[src/rtl/ilist_pkg.sv]
package ilist_pkg;

	localparam int KIND_W   = 2;
	localparam int POS_W    = 7;
	localparam int VAL_W    = 32;
	localparam int STATUS_W = 2;
	localparam int COUNT_W  = 7;
	localparam int TDATA_W  = 48;

	localparam int KIND_LSB   = 0;
	localparam int POS_LSB    = KIND_LSB + KIND_W;
	localparam int VAL_LSB    = POS_LSB + POS_W;
	localparam int REM_LSB    = 0;
	localparam int STATUS_LSB = REM_LSB + VAL_W;
	localparam int COUNT_LSB  = STATUS_LSB + STATUS_W;

	localparam logic [KIND_W-1:0] KIND_INSERT = 2'd0;
	localparam logic [KIND_W-1:0] KIND_DELETE = 2'd1;
	localparam logic [KIND_W-1:0] KIND_CLEAR  = 2'd2;

	localparam logic [STATUS_W-1:0] STATUS_OK    = 2'd0;
	localparam logic [STATUS_W-1:0] STATUS_RANGE = 2'd1;
	localparam logic [STATUS_W-1:0] STATUS_FULL  = 2'd2;

	typedef enum logic [1:0] {
		ST_IDLE,
		ST_SHIFT,
		ST_FINISH
	} state_t;

	typedef struct packed {
		logic load;
		logic step;
		logic place;
		logic commit;
	} cmd_t;

	typedef struct packed {
		logic go_shift;
		logic busy;
		logic out_free;
	} stat_t;

endpackage

[src/rtl/ilist_ram.sv]
module ilist_ram #(
	parameter int WIDTH = 32,
	parameter int DEPTH = 64
) (
	input  logic                     clk,
	input  logic                     we,
	input  logic [$clog2(DEPTH)-1:0] waddr,
	input  logic [WIDTH-1:0]         wdata,
	input  logic                     re,
	input  logic [$clog2(DEPTH)-1:0] raddr,
	output logic [WIDTH-1:0]         rdata
);
	logic [WIDTH-1:0] mem_q [DEPTH];

	always_ff @(posedge clk) begin
		if (we) begin
			mem_q[waddr] <= wdata;
		end
		if (re) begin
			rdata <= mem_q[raddr];
		end
	end

endmodule

[src/rtl/ilist_ctrl.sv]
module ilist_ctrl (
	input  logic           clk,
	input  logic           arst_n,
	input  logic           s_tvalid,
	output logic           s_tready,
	input  ilist_pkg::stat_t stat,
	output ilist_pkg::cmd_t  cmd
);
	import ilist_pkg::*;

	state_t state_q, state_d;

	always_ff @(posedge clk or negedge arst_n) begin
		if (!arst_n) begin
			state_q <= ST_IDLE;
		end else begin
			state_q <= state_d;
		end
	end

	always_comb begin
		state_d  = state_q;
		cmd      = '0;
		s_tready = 1'b0;
		unique case (state_q)
			ST_IDLE: begin
				s_tready = 1'b1;
				if (s_tvalid) begin
					cmd.load = 1'b1;
					state_d  = stat.go_shift ? ST_SHIFT : ST_FINISH;
				end
			end
			ST_SHIFT: begin
				cmd.step = 1'b1;
				if (!stat.busy) begin
					state_d = ST_FINISH;
				end
			end
			ST_FINISH: begin
				cmd.place = 1'b1;
				if (stat.out_free) begin
					cmd.commit = 1'b1;
					state_d    = ST_IDLE;
				end
			end
			default: begin
				state_d = ST_IDLE;
			end
		endcase
	end

	a_load_only_idle: assert property (@(posedge clk) disable iff (!arst_n)
		cmd.load |-> state_q == ST_IDLE)
		else $error("load outside idle");

	a_commit_leaves: assert property (@(posedge clk) disable iff (!arst_n)
		cmd.commit |=> state_q == ST_IDLE)
		else $error("commit did not return to idle");

endmodule

[src/rtl/ilist_dp.sv]
module ilist_dp #(
	parameter int CAPACITY = 64
) (
	input  logic                          clk,
	input  logic                          arst_n,
	input  logic [ilist_pkg::TDATA_W-1:0] s_tdata,
	output logic                          m_tvalid,
	input  logic                          m_tready,
	output logic [ilist_pkg::TDATA_W-1:0] m_tdata,
	input  ilist_pkg::cmd_t               cmd,
	output ilist_pkg::stat_t              stat
);
	import ilist_pkg::*;

	localparam int AW   = $clog2(CAPACITY);
	localparam int CW   = $clog2(CAPACITY + 1);
	localparam int CMPW = (CW > POS_W) ? CW : POS_W;

	logic [KIND_W-1:0]   in_kind;
	logic [POS_W-1:0]    in_pos;
	logic [VAL_W-1:0]    in_val;
	logic [CMPW-1:0]     pos_x, cnt_x, cap_x;

	logic [STATUS_W-1:0] ld_status;
	logic [CW-1:0]       ld_cnt;
	logic                ld_ins, ld_del;

	logic [CW-1:0]       cnt_q, next_cnt_q;
	logic [STATUS_W-1:0] status_q;
	logic [AW-1:0]       pos_q, rd_ptr_q;
	logic [VAL_W-1:0]    val_q, removed_q;
	logic                ins_ok_q, is_del_q, first_q;
	logic [CW-1:0]       left_q;

	logic                pend_s1, first_s1;
	logic [AW-1:0]       wa_s1;

	logic                out_valid_q;
	logic [VAL_W-1:0]    out_rem_q;
	logic [STATUS_W-1:0] out_status_q;
	logic [COUNT_W-1:0]  out_cnt_q;

	logic                ram_we, ram_re;
	logic [AW-1:0]       ram_waddr;
	logic [VAL_W-1:0]    ram_wdata, ram_rdata;

	assign in_kind = s_tdata[KIND_LSB +: KIND_W];
	assign in_pos  = s_tdata[POS_LSB +: POS_W];
	assign in_val  = s_tdata[VAL_LSB +: VAL_W];
	assign pos_x   = CMPW'(in_pos);
	assign cnt_x   = CMPW'(cnt_q);
	assign cap_x   = CMPW'(CAPACITY);

	always_comb begin
		ld_status = STATUS_OK;
		ld_cnt    = cnt_q;
		ld_ins    = 1'b0;
		ld_del    = 1'b0;
		unique case (in_kind)
			KIND_INSERT: begin
				if (pos_x > cnt_x) begin
					ld_status = STATUS_RANGE;
				end else if (cnt_x == cap_x) begin
					ld_status = STATUS_FULL;
				end else begin
					ld_ins = 1'b1;
					ld_cnt = cnt_q + CW'(1);
				end
			end
			KIND_DELETE: begin
				if (pos_x >= cnt_x) begin
					ld_status = STATUS_RANGE;
				end else begin
					ld_del = 1'b1;
					ld_cnt = cnt_q - CW'(1);
				end
			end
			KIND_CLEAR: begin
				ld_cnt = '0;
			end
			default: begin
			end
		endcase
	end

	assign ram_re    = cmd.step && (left_q != '0);
	assign ram_we    = (pend_s1 && !first_s1) || (cmd.place && ins_ok_q && !pend_s1);
	assign ram_waddr = pend_s1 ? wa_s1 : pos_q;
	assign ram_wdata = pend_s1 ? ram_rdata : val_q;

	ilist_ram #(
		.WIDTH(VAL_W),
		.DEPTH(CAPACITY)
	) u_ram (
		.clk  (clk),
		.we   (ram_we),
		.waddr(ram_waddr),
		.wdata(ram_wdata),
		.re   (ram_re),
		.raddr(rd_ptr_q),
		.rdata(ram_rdata)
	);

	always_ff @(posedge clk) begin
		if (cmd.load) begin
			pos_q      <= AW'(in_pos);
			val_q      <= in_val;
			status_q   <= ld_status;
			next_cnt_q <= ld_cnt;
			is_del_q   <= ld_del;
			removed_q  <= '0;
			rd_ptr_q   <= ld_del ? AW'(in_pos) : AW'(cnt_q - CW'(1));
		end else begin
			if (ram_re) begin
				rd_ptr_q <= is_del_q ? rd_ptr_q + AW'(1) : rd_ptr_q - AW'(1);
			end
			if (pend_s1 && first_s1) begin
				removed_q <= ram_rdata;
			end
		end
		wa_s1    <= is_del_q ? rd_ptr_q - AW'(1) : rd_ptr_q + AW'(1);
		first_s1 <= first_q;
	end

	always_ff @(posedge clk or negedge arst_n) begin
		if (!arst_n) begin
			cnt_q       <= '0;
			ins_ok_q    <= 1'b0;
			first_q     <= 1'b0;
			left_q      <= '0;
			pend_s1     <= 1'b0;
			out_valid_q <= 1'b0;
		end else begin
			pend_s1 <= ram_re;
			if (cmd.load) begin
				ins_ok_q <= ld_ins;
				first_q  <= ld_del;
				left_q   <= (ld_ins || ld_del) ? CW'(cnt_x - pos_x) : '0;
			end else if (ram_re) begin
				left_q  <= left_q - CW'(1);
				first_q <= 1'b0;
			end
			if (cmd.commit) begin
				cnt_q       <= next_cnt_q;
				out_valid_q <= 1'b1;
			end else if (m_tready) begin
				out_valid_q <= 1'b0;
			end
		end
	end

	always_ff @(posedge clk) begin
		if (cmd.commit) begin
			out_rem_q    <= (pend_s1 && first_s1) ? ram_rdata : removed_q;
			out_status_q <= status_q;
			out_cnt_q    <= COUNT_W'(next_cnt_q);
		end
	end

	assign stat.go_shift = ld_ins || ld_del;
	assign stat.busy     = (left_q != '0) || pend_s1;
	assign stat.out_free = !out_valid_q || m_tready;

	assign m_tvalid = out_valid_q;
	always_comb begin
		m_tdata = '0;
		m_tdata[REM_LSB +: VAL_W]       = out_rem_q;
		m_tdata[STATUS_LSB +: STATUS_W] = out_status_q;
		m_tdata[COUNT_LSB +: COUNT_W]   = out_cnt_q;
	end

	a_count_bound: assert property (@(posedge clk) disable iff (!arst_n)
		cnt_q <= CW'(CAPACITY))
		else $error("count above capacity");

	a_full_status: assert property (@(posedge clk) disable iff (!arst_n)
		(out_valid_q && out_status_q == STATUS_FULL) |-> cnt_q == CW'(CAPACITY))
		else $error("full reported on a list that is not full");

	a_delete_shrinks: assert property (@(posedge clk) disable iff (!arst_n)
		(cmd.commit && is_del_q && status_q == STATUS_OK) |-> next_cnt_q + CW'(1) == cnt_q)
		else $error("delete did not shrink the list by one");

	a_no_place_in_shift: assert property (@(posedge clk) disable iff (!arst_n)
		(cmd.place && ins_ok_q) |-> !pend_s1 && left_q == '0)
		else $error("insert write while shift in flight");

endmodule

[src/rtl/indexed_list_insert_delete_core.sv]
// Indexed list with insert and delete at a position, up to CAPACITY signed words.
// Input channel s_*: one transfer per operation. s_tdata holds, from bit 0 up,
// kind (2 bits: insert, delete, clear), position (7 bits), value (32 bits).
// Output channel m_*: exactly one transfer per operation. m_tdata holds, from
// bit 0 up, removed_value (32), status (2: ok, range, full), count (7).
// Entries live in a one-write, one-read RAM; insert and delete move the entries
// above the position one word per cycle through that RAM's ports.
// Each operation is loaded in the idle state, moves entries in the shift state and
// is committed from the finish state; clear, rejected or unused kind operations
// skip the shift state, and an insert at the end of the list passes it with no move.
// One operation is worked at a time; the next is taken once its result sits in
// the output register.
// When the receiver stalls, the result is held in the output register; a further
// operation is accepted and worked, then waits until that register frees.
// Reset empties the list (count zero) and clears the output channel's valid state;
// RAM contents are not cleared and are read only after being written.
module indexed_list_insert_delete_core #(
	parameter int CAPACITY = 64
) (
	input  logic                          clk,
	input  logic                          arst_n,
	input  logic                          s_tvalid,
	output logic                          s_tready,
	input  logic [ilist_pkg::TDATA_W-1:0] s_tdata,  // kind, position, value
	output logic                          m_tvalid,
	input  logic                          m_tready,
	output logic [ilist_pkg::TDATA_W-1:0] m_tdata   // removed_value, status, count
);
	import ilist_pkg::*;

	cmd_t  cmd;
	stat_t stat;

	ilist_ctrl u_ctrl (
		.clk     (clk),
		.arst_n  (arst_n),
		.s_tvalid(s_tvalid),
		.s_tready(s_tready),
		.stat    (stat),
		.cmd     (cmd)
	);

	ilist_dp #(
		.CAPACITY(CAPACITY)
	) u_dp (
		.clk     (clk),
		.arst_n  (arst_n),
		.s_tdata (s_tdata),
		.m_tvalid(m_tvalid),
		.m_tready(m_tready),
		.m_tdata (m_tdata),
		.cmd     (cmd),
		.stat    (stat)
	);

endmodule

[config.mk]
export PLATFORM = sky130hd
export DESIGN_NAME = indexed_list_insert_delete_core
export DESIGN_NICKNAME = d
export VERILOG_FILES = /design/src/rtl/ilist_pkg.sv /design/src/rtl/ilist_ram.sv /design/src/rtl/ilist_ctrl.sv /design/src/rtl/ilist_dp.sv /design/src/rtl/indexed_list_insert_delete_core.sv
export SDC_FILE = /design/constraint.sdc
export NUM_CORES = 2
export LEC_CHECK = 0
export ABC_AREA = 1
export BUFFER_PORTS_ARGS = -buffer_cell sky130_fd_sc_hd__buf_4
export CAP_MARGIN = 5
export CORE_MARGIN = 1.5
export CORE_UTILIZATION = 40
export CTS_BUF_LIST = sky130_fd_sc_hd__clkbuf_16
export CTS_CLUSTER_SIZE = 12
export DETAILED_ROUTE_END_ITERATION = 8
export PLACE_DENSITY_LB_ADDON = 0.05
export SYNTH_ARGS = -nofsm -noshare
export SYNTH_HDL_FRONTEND = slang
export SYNTH_SLANG_ARGS = --single-unit
[constraint.sdc]
create_clock -name clk -period 4.5 [get_ports clk]
set_input_delay 0 -clock clk [delete_from_list [all_inputs] [get_ports clk]]
set_output_delay 0 -clock clk [all_outputs]
set_load 0.01 [all_outputs]
==> results by group <==
Status
  • Status: completed

Power
  • Pwr/cell area: between 600 and 700 nW/µm²
  • Lkg Pwr: ~36 nW
  • VDD IR max: just under 0.5 mV

Clock network
  • H-tree depth: 4
  • Later-pin clock latency in the skew report: ~0.88 ns
  • CTS buffer count: 236
  • CTS tree: done
  • Bufs on Longest Clock Path: 3
  • CTS clock-pin slew for the worst setup and hold paths: around 0.06 ns
  • TritonCTS Sinks: around 2.2k
  • Post-cts sizing count: 0
  • CTS root buffer: clkbuf_16
  • Post-CTS Setup Repair Bufs: 0

Global routing
  • Initial antenna violation count: 11
  • GRT Total Usage: 0.245
  • Vias in the first global route: 55.3k
  • First-pass GRT wire length: slightly above 400000 µm
  • Grt total ovfl: 0
  • Pin count of the biggest net entering global routing: between 150 and 200

Yosys
  • Synth top area share: 0.725
  • Cell taking the most area after synthesis: edfxtp_1
  • Synth Warn #: 0
  • Async S/R FF share, synth: 0.00895
  • Simple-gate share of the synthesized area: 0.147
  • Unique cell type count in the Yosys netlist: 33
  • Largest family of logic cells by synthesized area: simple AND/OR/NAND/NOR gates
  • Compound-Gate Fraction of Synth Area: 0.0772
  • Post-synth EDFFs: about 2.2k
  • Synth Cell Area: 90100 µm²
  • Synth area leaders: edfxtp_1 72%, nor2_1 7.5%, nand2_1 4.5%
  • Synth Register Bits: 2234
  • Syn_area_per_cell: ~12 µm²
  • Post-synthesis mux area share: 0.000236
  • Xor-xnor portion of the synthesized cell area: 0.00204
  • Sequential share of the synthesized area: 0.739
  • Adder-cell share of the synthesized area: 0.00203
  • Top_reg_cell synth: edfxtp_1
  • Cells after Synth: roughly 7.6k

Timing
  • Final Hold Fails: 0
  • Hold WS: 0.0883 ns
  • Max Slew Vio Count: 0
  • # setup viols final: 0
  • Final critical-path share of the clock period: 0.832
  • Slew HR: 0.127
  • Fin crit period: around 3.7 ns
  • Fmax: 267 MHz
  • Final clock skew: 0.0338 ns
  • Worst-margin pin slew: ~1.3 ns
  • RSZ-0062 raised after global routing: false
  • TNS Setup: 0 ns
  • PnR worst setup slack: roughly 0.75 ns

Layout
  • Footprint of the multi-input gates: ~21000 µm²
  • Layout cells sized above 1: 0.0943
  • Most common cell after layout, fill and taps aside: edfxtp_1
  • Most frequent cells in the layout: 2175 x edfxtp_1, 1740 x nor2_1, 1037 x nand2_1
  • Fill cells: 20.5k
  • Synthesis-to-layout area growth: 14.8%
  • Design area: around 100000 µm²
  • Nets: a little under 8k
  • Register Area: between 60000 and 70000 µm²

Worst setup path
  • Worst EP arrival: 4.31 ns
  • CP Capture Type: register
  • CP required: between 5 and 6 ns
  • CP Launch Type: register
  • Worst-path maximum fanout: 12
  • Worst Setup Path Type: register to register
  • Reg2Reg Depth: 6
  • Worst reg2reg startpoint: u_dp.pend_s1
  • R2R setup slack: between 0.7 and 0.8 ns
  • Reg2reg end: u_dp.u_ram.mem_q[29][1]

Placed design
  • Placement Cell Area: approximately 96000 µm²
  • Port Buffer Count: 87
  • DP HPWL: 153000 µm
  • Setup WS pre-CTS: about 0.85 ns
  • Placer congestion estimate: 0.807

Floorplan
  • Row cnt: between 150 and 200
  • Die W: between 400 and 500 µm
  • Initial Util: 0.402
  • Die H: about 480 µm
  • Area of the core: ~220000 µm²
  • # IOs: slightly above 100
  • Die area: approximately 230000 µm²

Detailed routing
  • Routed wire length: around 280000 µm
  • Vias per cell: between 5 and 6
  • DRC: 0
  • DR iter-0 viols: 5669
  • DR WL/cell: about 26 µm
  • TritonRoute pass-1 iters: 5
  • Antenna-violating nets left: 0
  • Routed vias: between 50k and 60k

Min path
  • WHS Endpoint: u_dp.rd_ptr_q[4]
  • WHS Path Cells: 4
  • Min-delay src: s_tdata[6]
  • Hold crit path type: input port to register

Run
  • Max-cap violation count: 0
-- sequential cells by signal, indices dropped and copies added, names as in the netlist, 6 cells and up --
signal,flops
u_dp.cnt_q,7
u_dp.left_q,7
u_dp.next_cnt_q,7
u_dp.out_cnt_q,7
u_dp.out_rem_q,32
u_dp.pos_q,6
u_dp.rd_ptr_q,6
u_dp.removed_q,32
u_dp.u_ram.mem_q,2048
u_dp.u_ram.rdata,32
u_dp.val_q,32
u_dp.wa_s1,6
-- critical path, stage by stage (launching register included) --
cell,delay [ns]
dfrtp_1,0.47
o21ai_0,0.94
inv_1,0.16
nor2_1,0.32
nand2_1,0.52
nor2_4,0.68
buf_4,0.34
-- final cells by class --
cell class                      count  area share
Inverter                          252     0.00945
Multi-Input combinational cell   4664       0.205
Tap cell                         2992      0.0362
Timing Repair Buffer              407      0.0381
Antenna cell                        3   0.0000726
Sequential cell                  2234       0.644
Clock inverter                    183     0.00931
Clock buffer                      241      0.0583
-- layer usage --
metal,wire (µm),track usage,part of all wire,up-vias
met2,126000,0.374,0.45,1807
met3,18400,0.0379,0.065,316
met5,0,0,0,-
met4,5820,0.0570,0.021,0
met1,133000,0.366,0.47,29310
li1,-,-,-,26971
-- logic make-up after synthesis --
logic type,count (synthesis)
muxes,2
and+or+nand+nor,3348
other,1
AOI/OAI and AO/OA,1272
adders and majority gates,14
DFF,2234
xor gates and xnor gates,21
buffers and inverters,711
-- worst max-delay path by stage --
stage / start / endpoint
detailed placement: u_dp.pend_s1 / u_dp.u_ram.mem_q[29][1]
finish: u_dp.pend_s1 / u_dp.u_ram.mem_q[29][1]
global placement: u_dp.pend_s1 / u_dp.u_ram.mem_q[29][1]
floorplan: u_dp.pend_s1 / u_dp.u_ram.mem_q[0][0]
CTS: u_dp.pend_s1 / u_dp.u_ram.mem_q[29][1]
global route: u_dp.pend_s1 / u_dp.u_ram.mem_q[29][28]
-- Yosys cell counts, drive strengths merged (11+ instances only) --
master,n
edfxtp,2175
nor2,1807
nand2,1070
o21ai,893
nand3,411
inv,251
o211ai,234
clkbuf,233
buf,226
a21oi,142
or2,41
dfxtp,39
dfrtp,20
xor2,16
ha,13
nand4,11
-- repair_timing --
action	CTS	global route
setup endpoints to repair	0	0
hold endpoints to repair	101	0
hold buffers	88	0
-- where the power goes --
part | switching, W | total [W] | internal [W]
sequential | 0.000460 | 0.0262 | 0.0257
combinational | 0.0185 | 0.0246 | 0.00613
clock | 0.00803 | 0.0180 | 0.00994
-- through the flow --
stage	std cells	total power [W]	util
finish	10976	0.0687	0.461
global route	10974	0.0722	0.461
CTS	10973	0.0692	0.461
detailed placement	10461	0.0512	0.426
global placement	10461	0.0511	0.426
floorplan	7609	0.0402	-
No activity file was read; power rests on OpenSTA's default activity.
